==> config.mk <==
export PLATFORM = sky130hd
export DESIGN_NAME = hmm_forward_scaled_unit
export DESIGN_NICKNAME = d
export VERILOG_FILES = /design/src/rtl/hfs_pkg.sv /design/src/rtl/hfs_ram.sv /design/src/rtl/hmm_forward_scaled_unit.sv
export SDC_FILE = /design/constraint.sdc
export NUM_CORES = 2
export LEC_CHECK = 0
export BUFFER_PORTS_ARGS = -buffer_cell sky130_fd_sc_hd__buf_2
export CAP_MARGIN = 20
export CORE_MARGIN = 2
export CORE_UTILIZATION = 40
export DETAILED_ROUTE_END_ITERATION = 10
export GPL_TIMING_DRIVEN = 0
export PLACE_DENSITY_LB_ADDON = 0.25
export SLEW_MARGIN = 20
export SYNTH_ARGS = -nofsm -noshare
export SYNTH_HDL_FRONTEND = slang
export SYNTH_SLANG_ARGS = --single-unit
==> constraint.sdc <==
create_clock -name clock -period 14.8 [get_ports clock]
set_input_delay 2.96 -clock clock [delete_from_list [all_inputs] [get_ports clock]]
set_output_delay 2.96 -clock clock [all_outputs]
set_load 0.005 [all_outputs]
==> src/rtl/hfs_pkg.sv <==
// Package of the scaled HMM forward filter: sizes, field widths and item kind codes.
// Used by hmm_forward_scaled_unit and the testbench; depends on nothing.
package hfs_pkg;

   localparam int NUM_STATES  = 8;
   localparam int NUM_SYMBOLS = 16;

   localparam int STATE_W     = $clog2(NUM_STATES);
   localparam int TRANS_DEPTH = NUM_STATES * NUM_STATES;
   localparam int EMIT_DEPTH  = NUM_STATES * NUM_SYMBOLS;
   localparam int TRANS_AW    = $clog2(TRANS_DEPTH);
   localparam int EMIT_AW     = $clog2(EMIT_DEPTH);

   localparam int KIND_W  = 2;
   localparam int ROW_W   = 3;
   localparam int COL_W   = 4;
   localparam int PROB_W  = 16;
   localparam int SYMF_W  = 4;
   localparam int ALPHA_W = 17;

   localparam int SUM_W   = ALPHA_W + $clog2(NUM_STATES);
   localparam int ACC_W   = ALPHA_W + PROB_W + $clog2(NUM_STATES);
   localparam int MUL_AW  = ACC_W - PROB_W;
   localparam int MUL_W   = MUL_AW + PROB_W;
   localparam int K_W     = $clog2(NUM_STATES + 2);
   localparam int STEP_W  = $clog2(ALPHA_W + 1);

   localparam logic [ALPHA_W-1:0] ONE_Q16 = ALPHA_W'(65536);

   localparam logic [KIND_W-1:0] KIND_TRANS   = 2'd0;
   localparam logic [KIND_W-1:0] KIND_EMIT    = 2'd1;
   localparam logic [KIND_W-1:0] KIND_INIT    = 2'd2;
   localparam logic [KIND_W-1:0] KIND_OBSERVE = 2'd3;

endpackage

==> src/rtl/hfs_ram.sv <==
// Generic single-port-write, single-port-read RAM with a registered read.
// Depends on nothing; instanced for every table of the forward filter.
module hfs_ram #(
   parameter int WIDTH = 16,
   parameter int DEPTH = 8
) (
   input  logic                     clock,
   input  logic                     wr_en,
   input  logic [$clog2(DEPTH)-1:0] wr_addr,
   input  logic [WIDTH-1:0]         wr_data,
   input  logic [$clog2(DEPTH)-1:0] rd_addr,
   output logic [WIDTH-1:0]         rd_data
);

   logic [WIDTH-1:0] mem_ff [DEPTH];
   logic [WIDTH-1:0] rd_data_ff;

   always_ff @(posedge clock) begin
      if (wr_en) begin
         mem_ff[wr_addr] <= wr_data;
      end
      rd_data_ff <= mem_ff[rd_addr];
   end

   assign rd_data = rd_data_ff;

endmodule

==> src/rtl/hmm_forward_scaled_unit.sv <==
// Top level of the scaled HMM forward filter: table RAMs, MAC sequencer and serial divider.
// Depends on hfs_pkg and hfs_ram.
//
// Write beats (kind 0..2) return nothing. An observe beat (kind 3) runs one shared
// multiply-accumulate unit over the RAMs for each state (init times emission at sequence
// start), then a restoring divider gives each normalized alpha, then the N result beats
// leave while the sink is ready. The next beat is taken once the last result of the step
// sits in the output register.
module hmm_forward_scaled_unit (
   input  logic        clock,
   input  logic        reset,
   input  logic        req_tvalid,
   output logic        req_tready,
   // row[2:0], col[6:3], prob_value[22:7], symbol[26:23], seq_start[27], zero fill.
   input  logic [31:0] req_tdata,
   // kind[1:0].
   input  logic [1:0]  req_tuser,
   output logic        rsp_tvalid,
   input  logic        rsp_tready,
   // state_index[2:0], alpha_value[19:3], scale[36:20], zero fill.
   output logic [39:0] rsp_tdata,
   output logic        rsp_tlast
);

   localparam logic [2:0] ST_IDLE   = 3'd0;
   localparam logic [2:0] ST_MAC    = 3'd1;
   localparam logic [2:0] ST_DIV_RD = 3'd2;
   localparam logic [2:0] ST_DIV    = 3'd3;
   localparam logic [2:0] ST_OUT_RD = 3'd4;
   localparam logic [2:0] ST_OUT_LD = 3'd5;

   localparam int SW = hfs_pkg::STATE_W;
   localparam int AW = hfs_pkg::ALPHA_W;
   localparam int PW = hfs_pkg::PROB_W;
   localparam int SUMW = hfs_pkg::SUM_W;

   logic [2:0]                  state_ff, state_in;
   logic [SW-1:0]               j_ff, j_in;
   logic [hfs_pkg::K_W-1:0]     k_ff, k_in;
   logic                        start_ff, start_in;
   logic [hfs_pkg::SYMF_W-1:0]  sym_ff, sym_in;
   logic [hfs_pkg::ACC_W-1:0]   acc_ff, acc_in;
   logic [SUMW-1:0]             sum_ff, sum_in;
   logic [SUMW-1:0]             rem_ff, rem_in;
   logic [AW-1:0]               quo_ff, quo_in;
   logic                        ulow_ff, ulow_in;
   logic [hfs_pkg::STEP_W-1:0]  step_ff, step_in;
   logic [hfs_pkg::NUM_STATES-1:0] avalid_ff, avalid_in;
   logic                        arvalid_ff;
   logic                        ovalid_ff, ovalid_in;
   logic [SW-1:0]               oidx_ff, oidx_in;
   logic [AW-1:0]               oalpha_ff, oalpha_in;
   logic [AW-1:0]               oscale_ff, oscale_in;
   logic                        olast_ff, olast_in;

   logic [hfs_pkg::ROW_W-1:0]   f_row;
   logic [hfs_pkg::COL_W-1:0]   f_col;
   logic [PW-1:0]               f_prob;
   logic [hfs_pkg::SYMF_W-1:0]  f_sym;
   logic                        f_start;
   logic                        accept, row_ok, last_j;

   logic                        trans_we, emit_we, init_we, unsc_we, alpha_we;
   logic [hfs_pkg::TRANS_AW-1:0] trans_wa, trans_ra;
   logic [hfs_pkg::EMIT_AW-1:0]  emit_wa, emit_ra;
   logic [SW-1:0]               init_wa, alpha_ra;
   logic [PW-1:0]               trans_rd, emit_rd, init_rd;
   logic [AW-1:0]               alpha_rd, unsc_rd, alpha_wd, u_sat;
   logic [PW-1:0]               e_val;
   logic [AW-1:0]               alpha_q;
   logic [hfs_pkg::MUL_AW-1:0]  mul_a;
   logic [hfs_pkg::MUL_W-1:0]   mul_p;
   logic [SUMW:0]               trial;
   logic [AW-1:0]               scale_sat;

   assign f_row   = req_tdata[2:0];
   assign f_col   = req_tdata[6:3];
   assign f_prob  = req_tdata[22:7];
   assign f_sym   = req_tdata[26:23];
   assign f_start = req_tdata[27];

   assign req_tready = (state_ff == ST_IDLE);
   assign accept     = req_tvalid && req_tready;
   assign row_ok     = 32'(f_row) < hfs_pkg::NUM_STATES;
   assign last_j     = (j_ff == SW'(hfs_pkg::NUM_STATES - 1));

   assign trans_we = accept && (req_tuser == hfs_pkg::KIND_TRANS) && row_ok
                     && (32'(f_col) < hfs_pkg::NUM_STATES);
   assign emit_we  = accept && (req_tuser == hfs_pkg::KIND_EMIT) && row_ok
                     && (32'(f_col) < hfs_pkg::NUM_SYMBOLS);
   assign init_we  = accept && (req_tuser == hfs_pkg::KIND_INIT) && row_ok;
   assign trans_wa = hfs_pkg::TRANS_AW'(32'(f_row) * hfs_pkg::NUM_STATES + 32'(f_col));
   assign emit_wa  = hfs_pkg::EMIT_AW'(32'(f_row) * hfs_pkg::NUM_SYMBOLS + 32'(f_col));
   assign init_wa  = SW'(f_row);

   assign trans_ra = hfs_pkg::TRANS_AW'(32'(k_ff) * hfs_pkg::NUM_STATES + 32'(j_ff));
   assign emit_ra  = hfs_pkg::EMIT_AW'(32'(j_ff) * hfs_pkg::NUM_SYMBOLS + 32'(sym_ff));
   assign alpha_ra = (state_ff == ST_MAC) ? SW'(k_ff) : j_ff;

   hfs_ram #(.WIDTH(PW), .DEPTH(hfs_pkg::TRANS_DEPTH)) u_trans (
      .clock(clock), .wr_en(trans_we), .wr_addr(trans_wa), .wr_data(f_prob),
      .rd_addr(trans_ra), .rd_data(trans_rd));
   hfs_ram #(.WIDTH(PW), .DEPTH(hfs_pkg::EMIT_DEPTH)) u_emit (
      .clock(clock), .wr_en(emit_we), .wr_addr(emit_wa), .wr_data(f_prob),
      .rd_addr(emit_ra), .rd_data(emit_rd));
   hfs_ram #(.WIDTH(PW), .DEPTH(hfs_pkg::NUM_STATES)) u_init (
      .clock(clock), .wr_en(init_we), .wr_addr(init_wa), .wr_data(f_prob),
      .rd_addr(j_ff), .rd_data(init_rd));
   hfs_ram #(.WIDTH(AW), .DEPTH(hfs_pkg::NUM_STATES)) u_unsc (
      .clock(clock), .wr_en(unsc_we), .wr_addr(j_ff), .wr_data(u_sat),
      .rd_addr(j_ff), .rd_data(unsc_rd));
   hfs_ram #(.WIDTH(AW), .DEPTH(hfs_pkg::NUM_STATES)) u_alpha (
      .clock(clock), .wr_en(alpha_we), .wr_addr(j_ff), .wr_data(alpha_wd),
      .rd_addr(alpha_ra), .rd_data(alpha_rd));

   assign alpha_q = arvalid_ff ? alpha_rd : '0;
   assign e_val   = (32'(sym_ff) < hfs_pkg::NUM_SYMBOLS) ? emit_rd : '0;
   assign mul_a   = start_ff ? hfs_pkg::MUL_AW'(init_rd)
                             : acc_ff[hfs_pkg::ACC_W-1:PW];
   assign mul_p   = hfs_pkg::MUL_W'(mul_a) * hfs_pkg::MUL_W'(e_val);
   assign u_sat   = (mul_p[hfs_pkg::MUL_W-1:PW] > hfs_pkg::MUL_AW'(hfs_pkg::ONE_Q16))
                    ? hfs_pkg::ONE_Q16 : mul_p[PW+AW-1:PW];
   assign trial   = {rem_ff, (step_ff == hfs_pkg::STEP_W'(1)) ? ulow_ff : 1'b0};
   assign scale_sat = (sum_ff > SUMW'(hfs_pkg::ONE_Q16)) ? hfs_pkg::ONE_Q16 : sum_ff[AW-1:0];

   always_comb begin
      state_in  = state_ff;
      j_in      = j_ff;
      k_in      = k_ff;
      start_in  = start_ff;
      sym_in    = sym_ff;
      acc_in    = acc_ff;
      sum_in    = sum_ff;
      rem_in    = rem_ff;
      quo_in    = quo_ff;
      ulow_in   = ulow_ff;
      step_in   = step_ff;
      avalid_in = avalid_ff;
      ovalid_in = ovalid_ff && !rsp_tready;
      oidx_in   = oidx_ff;
      oalpha_in = oalpha_ff;
      oscale_in = oscale_ff;
      olast_in  = olast_ff;
      unsc_we   = 1'b0;
      alpha_we  = 1'b0;
      alpha_wd  = '0;
      unique case (state_ff)
         ST_IDLE: begin
            if (accept && (req_tuser == hfs_pkg::KIND_OBSERVE)) begin
               state_in = ST_MAC;
               start_in = f_start;
               sym_in   = f_sym;
               j_in     = '0;
               k_in     = '0;
               sum_in   = '0;
            end
         end
         ST_MAC: begin
            k_in = k_ff + 1'b1;
            if (!start_ff && k_ff >= hfs_pkg::K_W'(1)
                && k_ff <= hfs_pkg::K_W'(hfs_pkg::NUM_STATES)) begin
               acc_in = ((k_ff == hfs_pkg::K_W'(1)) ? '0 : acc_ff)
                        + hfs_pkg::ACC_W'(alpha_q) * hfs_pkg::ACC_W'(trans_rd);
            end
            if ((start_ff && k_ff == hfs_pkg::K_W'(1))
                || k_ff == hfs_pkg::K_W'(hfs_pkg::NUM_STATES + 1)) begin
               unsc_we = 1'b1;
               sum_in  = sum_ff + SUMW'(u_sat);
               k_in    = '0;
               j_in    = j_ff + 1'b1;
               if (last_j) begin
                  state_in = ST_DIV_RD;
                  j_in     = '0;
               end
            end
         end
         ST_DIV_RD: begin
            state_in = ST_DIV;
            step_in  = '0;
         end
         ST_DIV: begin
            step_in = step_ff + 1'b1;
            if (step_ff == '0) begin
               rem_in  = SUMW'(unsc_rd[AW-1:1]);
               ulow_in = unsc_rd[0];
               quo_in  = '0;
            end else begin
               if (trial >= (SUMW+1)'(sum_ff)) begin
                  rem_in = SUMW'(trial - (SUMW+1)'(sum_ff));
                  quo_in = {quo_ff[AW-2:0], 1'b1};
               end else begin
                  rem_in = SUMW'(trial);
                  quo_in = {quo_ff[AW-2:0], 1'b0};
               end
               if (step_ff == hfs_pkg::STEP_W'(AW)) begin
                  alpha_we  = 1'b1;
                  alpha_wd  = (sum_ff == '0) ? '0 : quo_in;
                  avalid_in[j_ff] = 1'b1;
                  j_in      = j_ff + 1'b1;
                  state_in  = ST_DIV_RD;
                  if (last_j) begin
                     state_in = ST_OUT_RD;
                     j_in     = '0;
                  end
               end
            end
         end
         ST_OUT_RD: begin
            state_in = ST_OUT_LD;
         end
         ST_OUT_LD: begin
            if (!ovalid_ff || rsp_tready) begin
               ovalid_in = 1'b1;
               oidx_in   = j_ff;
               oalpha_in = alpha_q;
               oscale_in = scale_sat;
               olast_in  = last_j;
               j_in      = j_ff + 1'b1;
               state_in  = last_j ? ST_IDLE : ST_OUT_RD;
            end
         end
         default: begin
            state_in = ST_IDLE;
         end
      endcase
   end

   always_ff @(posedge clock) begin
      if (reset) begin
         state_ff  <= ST_IDLE;
         avalid_ff <= '0;
         ovalid_ff <= 1'b0;
         j_ff      <= '0;
         k_ff      <= '0;
         step_ff   <= '0;
      end else begin
         state_ff  <= state_in;
         avalid_ff <= avalid_in;
         ovalid_ff <= ovalid_in;
         j_ff      <= j_in;
         k_ff      <= k_in;
         step_ff   <= step_in;
      end
      arvalid_ff <= avalid_ff[alpha_ra];
      start_ff   <= start_in;
      sym_ff     <= sym_in;
      acc_ff     <= acc_in;
      sum_ff     <= sum_in;
      rem_ff     <= rem_in;
      quo_ff     <= quo_in;
      ulow_ff    <= ulow_in;
      oidx_ff    <= oidx_in;
      oalpha_ff  <= oalpha_in;
      oscale_ff  <= oscale_in;
      olast_ff   <= olast_in;
   end

   assign rsp_tvalid = ovalid_ff;
   assign rsp_tlast  = olast_ff;
   assign rsp_tdata  = {3'b000, oscale_ff, oalpha_ff, oidx_ff};

endmodule

* Word-level counts from Yosys, hierarchy flattened
Memory sizes are Yosys's and may differ from the RTL's. A register that Yosys moved wholly into a read port is not among the register bits.
Cells that the tools add are included.
** Operators by class
- Reductions and logical operators :: 32
- $lt $le $gt $ge :: 9
- Bitwise operators :: 2
- Muxes and demuxes :: 57
- $mul :: 2
- $add $sub $neg :: 10
- Equal/unequal tests :: 19
** Operators by type and width (count)
- 17-bit 2-to-1 mux :: 6
- 20-bit 2-to-1 mux :: 4
- 3-bit 2-to-1 mux :: 15
- 20-bit by 17-bit greater-than comparator with 1-bit output, second input constant :: 2
- 20-bit one-hot mux with 2 select lines :: 1
- 36-bit by 33-bit adder with 36-bit output :: 1
- 20-bit by 16-bit multiplier with 36-bit output :: 1
- 36-bit 2-to-1 mux :: 1
- 17-bit by 16-bit multiplier with 33-bit output :: 1
- 21-bit by 20-bit >= comparator with 1-bit output :: 1
- 1-bit 2-to-1 mux :: 21
- 20-bit by 17-bit adder with 20-bit output :: 1
- 20-bit logical NOT :: 1
- 20-bit subtractor :: 1
- 3-bit one-hot mux with 6 select lines :: 1
- 16-bit 2-to-1 mux :: 1
- 7-bit by 4-bit adder with 7-bit output :: 2
- 3-bit one-hot mux with 4 select lines :: 1
- 6-bit AND reduction :: 2
- 1-bit logical AND :: 11
- 5-bit one-hot mux with 2 select lines :: 1
- 2-bit AND reduction :: 5
- 3-bit == test, second input constant :: 3
- 3-bit by 4-bit < comparator with 1-bit output, second input constant :: 2
- other kinds (33) :: 45
** Storage, ports and cells
- Register bits after elaboration :: 161
- Memories :: 5
- RAM bits :: 3472
** Memories
- u_emit.mem_ff :: depth 128, width 16, rd ports 1, clocked after Yosys merged registers in 1, write ports 1, line hfs_ram.sv:15 : logic [WIDTH-1:0] mem_ff [DEPTH];
- u_trans.mem_ff :: depth 64, width 16, rd ports 1, clocked after Yosys merged registers in 1, write ports 1, line hfs_ram.sv:15
- u_alpha.mem_ff :: depth 8, width 17, rd ports 1, clocked after Yosys merged registers in 1, write ports 1, line hfs_ram.sv:15
- u_unsc.mem_ff :: depth 8, width 17, rd ports 1, clocked after Yosys merged registers in 1, write ports 1, line hfs_ram.sv:15
- u_init.mem_ff :: depth 8, width 16, rd ports 1, clocked after Yosys merged registers in 1, write ports 1, line hfs_ram.sv:15

* Longest topological paths before layout
- Depth after elaboration :: 8
- Depth in mapped cells :: 40
- Mapped depth without buffers :: 37

* Hierarchy
Synthesis repeated with hierarchy kept, for this count alone.
** Unflattened totals
- Cell total of the unflattened synthesis :: 8704
- Area total of the unflattened synthesis :: 163620.7 um^2
** By module, submodules not included
- hfs_ram (u_emit) :: area each 78522.8 um^2, instances 1, cells an instance 3086
- hfs_ram (u_trans) :: area each 40042.2 um^2, instances 1, cells an instance 1829
- hmm_forward_scaled_unit :: area each 28563.6 um^2, instances 1, cells an instance 3121
- hfs_ram (u_alpha ...) :: area each 5599.1 um^2, instances 2, cells an instance 227
- hfs_ram (u_init) :: area each 5293.8 um^2, instances 1, cells an instance 214

* Least setup slack after synthesis
Ideal clock, no wire load.
- Kind :: register to register
- Start point :: register start_ff
- End point :: register sum_ff[19], data pin
- Arrival time :: 9.451 ns
- Stages on the path, launching flop included :: 37
- Buffers on the path :: 3
- Slack :: 5.079 ns
- Cell sequence :: edfxtp_1 clkbuf_1 buf_1 mux2_2 clkbuf_1 nand2_1 fa_1 fa_1 fa_1 fa_1 inv_1 fa_1 inv_1 fa_1 inv_1 ha_1 a21oi_1 o211ai_1 a221oi_1 o211ai_1 a31oi_1 xor2_1 nand4_1 nor4_4 a41oi_4 nor2_1 ha_1 a21o_1 a21oi_1 nor2b_1 o21a_1 o41ai_1 o21a_1 o31ai_1 o21ai_0 or3_1 a21oi_1
** Between the ends
- Longest elaborated chain between the ends :: 7
** RTL lines
- from (decl) :: line hmm_forward_scaled_unit.sv:40 : logic start_ff, start_in;
- from (signal assigned) :: line hmm_forward_scaled_unit.sv:245 : start_ff <= start_in;
- 20-bit 2-to-1 mux (*) :: line hmm_forward_scaled_unit.sv:118 : assign mul_a = start_ff ? hfs_pkg::MUL_AW'(init_rd)
- 20-bit by 16-bit multiplier with 36-bit output (*) :: line hmm_forward_scaled_unit.sv:120 : assign mul_p = hfs_pkg::MUL_W'(mul_a) * hfs_pkg::MUL_W'(e_val);
- 20-bit by 17-bit greater-than comparator with 1-bit output :: line hmm_forward_scaled_unit.sv:121 : assign u_sat = (mul_p[hfs_pkg::MUL_W-1:PW] > hfs_pkg::MUL_AW'(hfs_pkg::ONE_Q16))
- 17-bit 2-to-1 mux (*) :: line hmm_forward_scaled_unit.sv:122 : ? hfs_pkg::ONE_Q16 : mul_p[PW+AW-1:PW];
- net u_sat[1] :: line hmm_forward_scaled_unit.sv:68 : logic [AW-1:0] alpha_rd, unsc_rd, alpha_wd, u_sat;
- 20-bit by 17-bit adder with 20-bit output (*) :: line hmm_forward_scaled_unit.sv:168 : sum_in = sum_ff + SUMW'(u_sat);
- 20-bit 2-to-1 mux (*) :: line hmm_forward_scaled_unit.sv:165 : if ((start_ff && k_ff == hfs_pkg::K_W'(1))
- 20-bit one-hot mux with 2 select lines (*) :: line hmm_forward_scaled_unit.sv:147 : unique case (state_ff)
- to (signal assigned) :: line hmm_forward_scaled_unit.sv:248 : sum_ff <= sum_in;
- to (decl) :: line hmm_forward_scaled_unit.sv:43 : logic [SUMW-1:0] sum_ff, sum_in;
Mark *: on every way through the listed nets, which the timed path passes. The rest lies on a longest branch. The select of a mux whose other input is x is not followed.
A chain may end at the register's enable or synchronous reset.

* Worst setup path in the final report
Same ends and word-level chain as after synthesis.

==> out/summary.txt <==
Status: finished clean
Worst setup EP type: flop
Vias per inst: 5.998
Io pins: 81
Commonest cells in the netlist: edfxtp_1, mux4_2, inv_1
Comb power frac: 19.9%
Max clock buf depth: 4
HPWL after DPL: 356600 um
Hold bufs inserted after CTS: 0
First DRT Iteration DRCs: 13.26k
Layout Nets: 10.60k
Drt drc: 0
Cts bufs inserted: 380
WP data required: 15.42 ns
Max_slew headroom: 15.17%
Yosys warning count: 0
Max cap viols: 0
# rows: 232
Crit. path cell count: 37
Fraction of the mapped netlist area in adder cells: 8.208%
Pleak: 61.07 nW
DRT Wirelength: 527300 um
Count leader, synth: edfxtp_1
TritonCTS clock tree: built
Hold Path Class: flop to flop
Setup violations, final: 0
Sequential Power Share: 44.3%
Synth top area share: 67.55%
Starting density of the core: 40.18%
CP Buf/Inv Count: 7
First-pass DRT Iterations: 8
Reg2Reg Launch Point: start_ff$_DFFE_PP_
Synth Area in Simple Gates: 4.755%
Fin crit period: 13.47 ns
Layout cells sized above 1: 19.17%
Ys async rst share: 0%
Slew @ Worst Pin: 1.259 ns
Core area: 0.3991 mm^2
Pwr Density: 146.2 mW/mm^2
Resized cells post-CTS: 0
Number of fill cells: 33.53k
DR WL/cell: 34.24 um
Register bit total from synthesis: 3715
CP most frequent cell: fa_1
RSZ-0062 raised after global routing: no
Final period util: 91.00%
Post-layout util: 46.29%
Netlist cell types: 78
Largest cells by area after synthesis: edfxtp_1, mux4_2, fa_1
Post-synth top flop: edfxtp_1
Chip height: 637.2 um
Post-synth EDFFs: 3608
Xor/xnor cell area share of the yosys netlist: 0.3986%
Setup TNS: 0 ns
Startpoint types: flop
Synth Area per Inst: 17.49 um^2
Clk_lat worst skew: 1.02 ns
Post-CTS setup buffers: 0
Critical Path AT: 14.09 ns
DP Worst Slack: 1.424 ns
Sw Ratio: 28.63%
Post-synthesis mux area share: 10.26%
Fraction of the mapped netlist area in compound gates: 4.869%
Global Route Usage Sum: 25.51%
Largest family of logic cells by synthesized area: multiplexers
Worst Reg-to-Reg Cells: 37
Worst Slack Setup Final: 1.332 ns
First-pass GRT wire length: 722800 um
VDD IR max: 297.5 uV
Placer Congestion: 0.9220
Die area: 0.4061 mm^2
Top delay family on crit path: compound AO/OA/AOI/OAI gates
Worst setup path endpoint: sum_ff[19]$_SDFFCE_PN0P_
Slowest cell delay on critical path: 0.81 ns
Total global routing overflow: 0
RR Endpoint: sum_ff[19]$_SDFFCE_PN0P_
Leading area contributor after synthesis: edfxtp_1
Routed Antenna Nets: 0
NetSw: 0.007735 W
CTS Sinks: 3715
CTS H-tree depth: 5
Reg2Reg Setup Slack: 1.33 ns
Cells after Synth: 9169
Synthesis-to-layout area growth: 15.19%
Final Hold Viols: 0
Pwr Total: 0.02702 W
Cell Area, Synth: 0.1604 mm^2
Count of input and output buffers: 73
Crit. Startpoint: start_ff$_DFFE_PP_
Worst setup path class: flop to flop
Chip Width: 637.2 um
CTS root buffer: clkbuf_16
Slowest library cell on the worst path: nor2_1
Crit-path max FO: 10
Initial antenna violation count: 38
P_int: 0.01928 W
Final Skew: 0.1312 ns
Reg clk slew, reported paths: 0.06 ns
Clk pwr share: 35.8%
Maximum clock frequency: 74.25 MHz
Largest net degree at the start of global routing: 133
Post-synthesis sequential area ratio: 68.89%
Vias: 92.36k
Vias in the first global route: 90.98k
Fin. max-slew vios: 0
sequential cells by signal, indices dropped and copies added, names as in the netlist, 17 cells and up:
signal           flops
u_unsc.mem_ff      136
rem_ff              20
sum_ff              20
u_alpha.rd_data     17
oscale_ff           17
acc_ff              36
oalpha_ff           17
u_emit.mem_ff     2048
u_unsc.rd_data      17
u_trans.mem_ff    1024
u_init.mem_ff      128
u_alpha.mem_ff     136
worst min-delay path by stage:
stage / cells past startpoint / to / from / slack [ns]
6_report: 2 / u_unsc.rd_data[11]$_DFF_P_ / u_unsc.mem_ff[7][11]$_DFFE_PP_ / 0.47
5_1_grt: 2 / u_init.rd_data[1]$_DFF_P_ / u_init.mem_ff[4][1]$_DFFE_PP_ / 0.50
4_1_cts: 2 / u_unsc.rd_data[11]$_DFF_P_ / u_unsc.mem_ff[7][11]$_DFFE_PP_ / 0.47
3_5_place_dp: 2 / u_unsc.rd_data[11]$_DFF_P_ / u_unsc.mem_ff[7][11]$_DFFE_PP_ / 0.46
3_3_place_gp: 2 / avalid_ff[6]$_SDFFE_PP0P_ / avalid_ff[6]$_SDFFE_PP0P_ / 0.44
2_1_floorplan: 0 / ulow_ff$_DFFE_PP_ / u_unsc.rd_data[0]$_DFF_P_ / 0.39
tightest hold or removal path, stage by stage, from the launching register on:
cell and delay, ns:
edfxtp_1 0.32, a22oi_1 0.06, nand4_1 0.06
area by class of cell:
class | count | area, um^2 | share of cell area (%)
well taps | 5265 | 6588 | 3.566
flip-flops and latches | 3715 | 110500 | 59.80
repair buffers | 249 | 3774 | 2.043
multi-input cells | 4342 | 46990 | 25.44
diodes | 14 | 35.03 | 0.01896
plain buffers | 491 | 2074 | 1.123
inverters | 623 | 2338 | 1.266
clock buffers | 472 | 10030 | 5.430
clock inverters | 228 | 2430 | 1.315
power groups by stage:
| stage | combinational [W] | sequential [W] | clock [W] |
|---|---|---|---|
| 2_1_floorplan | 0.00349 | 0.0122 | 0 |
| 3_3_place_gp | 0.00511 | 0.0122 | 0 |
| 3_5_place_dp | 0.00530 | 0.0122 | 0 |
| 4_1_cts | 0.00534 | 0.0120 | 0.00972 |
| 5_1_grt | 0.00587 | 0.0120 | 0.0101 |
| 6_report | 0.00539 | 0.0120 | 0.00967 |
per-layer routing:
| metal | vias up | part of all wire [%] | track usage [%] |
|---|---|---|---|
| li1 | 36830 | - | - |
| met1 | 48590 | 38 | 33.67 |
| met2 | 5793 | 45 | 39.26 |
| met3 | 1131 | 12 | 7.064 |
| met4 | 14 | 5.6 | 11.95 |
| met5 | - | 0.023 | 0 |
layout by cell type (no fill, tap or decap), types with 49 or more instances in the layout:
master     netlist  layout
nor2_1         357     143
and3_1         107     106
buf_16           0      58
mux4_2         680     680
a221oi_1        72      72
edfxtp_1      3608    3608
mux2i_1         54      52
clkinv_1         0      85
dfxtp_1        107     107
buf_2            4     130
mux2_2          54      54
fa_1           492     492
nor2_2           0      78
inv_1          622     621
nor2_4           0     136
clkbuf_16        0     385
ha_1           265     265
nand3_1         51      49
nand2_1        590     590
clkbuf_1       373     349
clkbuf_2         0     105
and2_1         212     212
o21ai_0        149     149
clkinv_2         0      64
a22oi_1        467     467
a21oi_1        182     181
a22o_1          55      55
buf_8            0      62
nand4_1        143     143
kinds of logic after synthesis:
family          after synthesis
fa+ha+maj                   757
mux                         788
xor+xnor                     73
compound gates             1115
other cells                   1
flops                      3715
simple gates               1606
buf+inv                    1114
per-stage QoR:
stage | cells | hold WS (ns) | cell area, um^2
after floorplan | 9171 | 0.3855 | 160400
after global placement | 14510 | 0.4431 | 167400
after detailed placement | 14680 | 0.4588 | 172200
after CTS | 15380 | 0.4675 | 184700
after global routing | 15390 | 0.4952 | 184700
final | 15400 | 0.4669 | 184700
(Power assumes the default switching activity.)
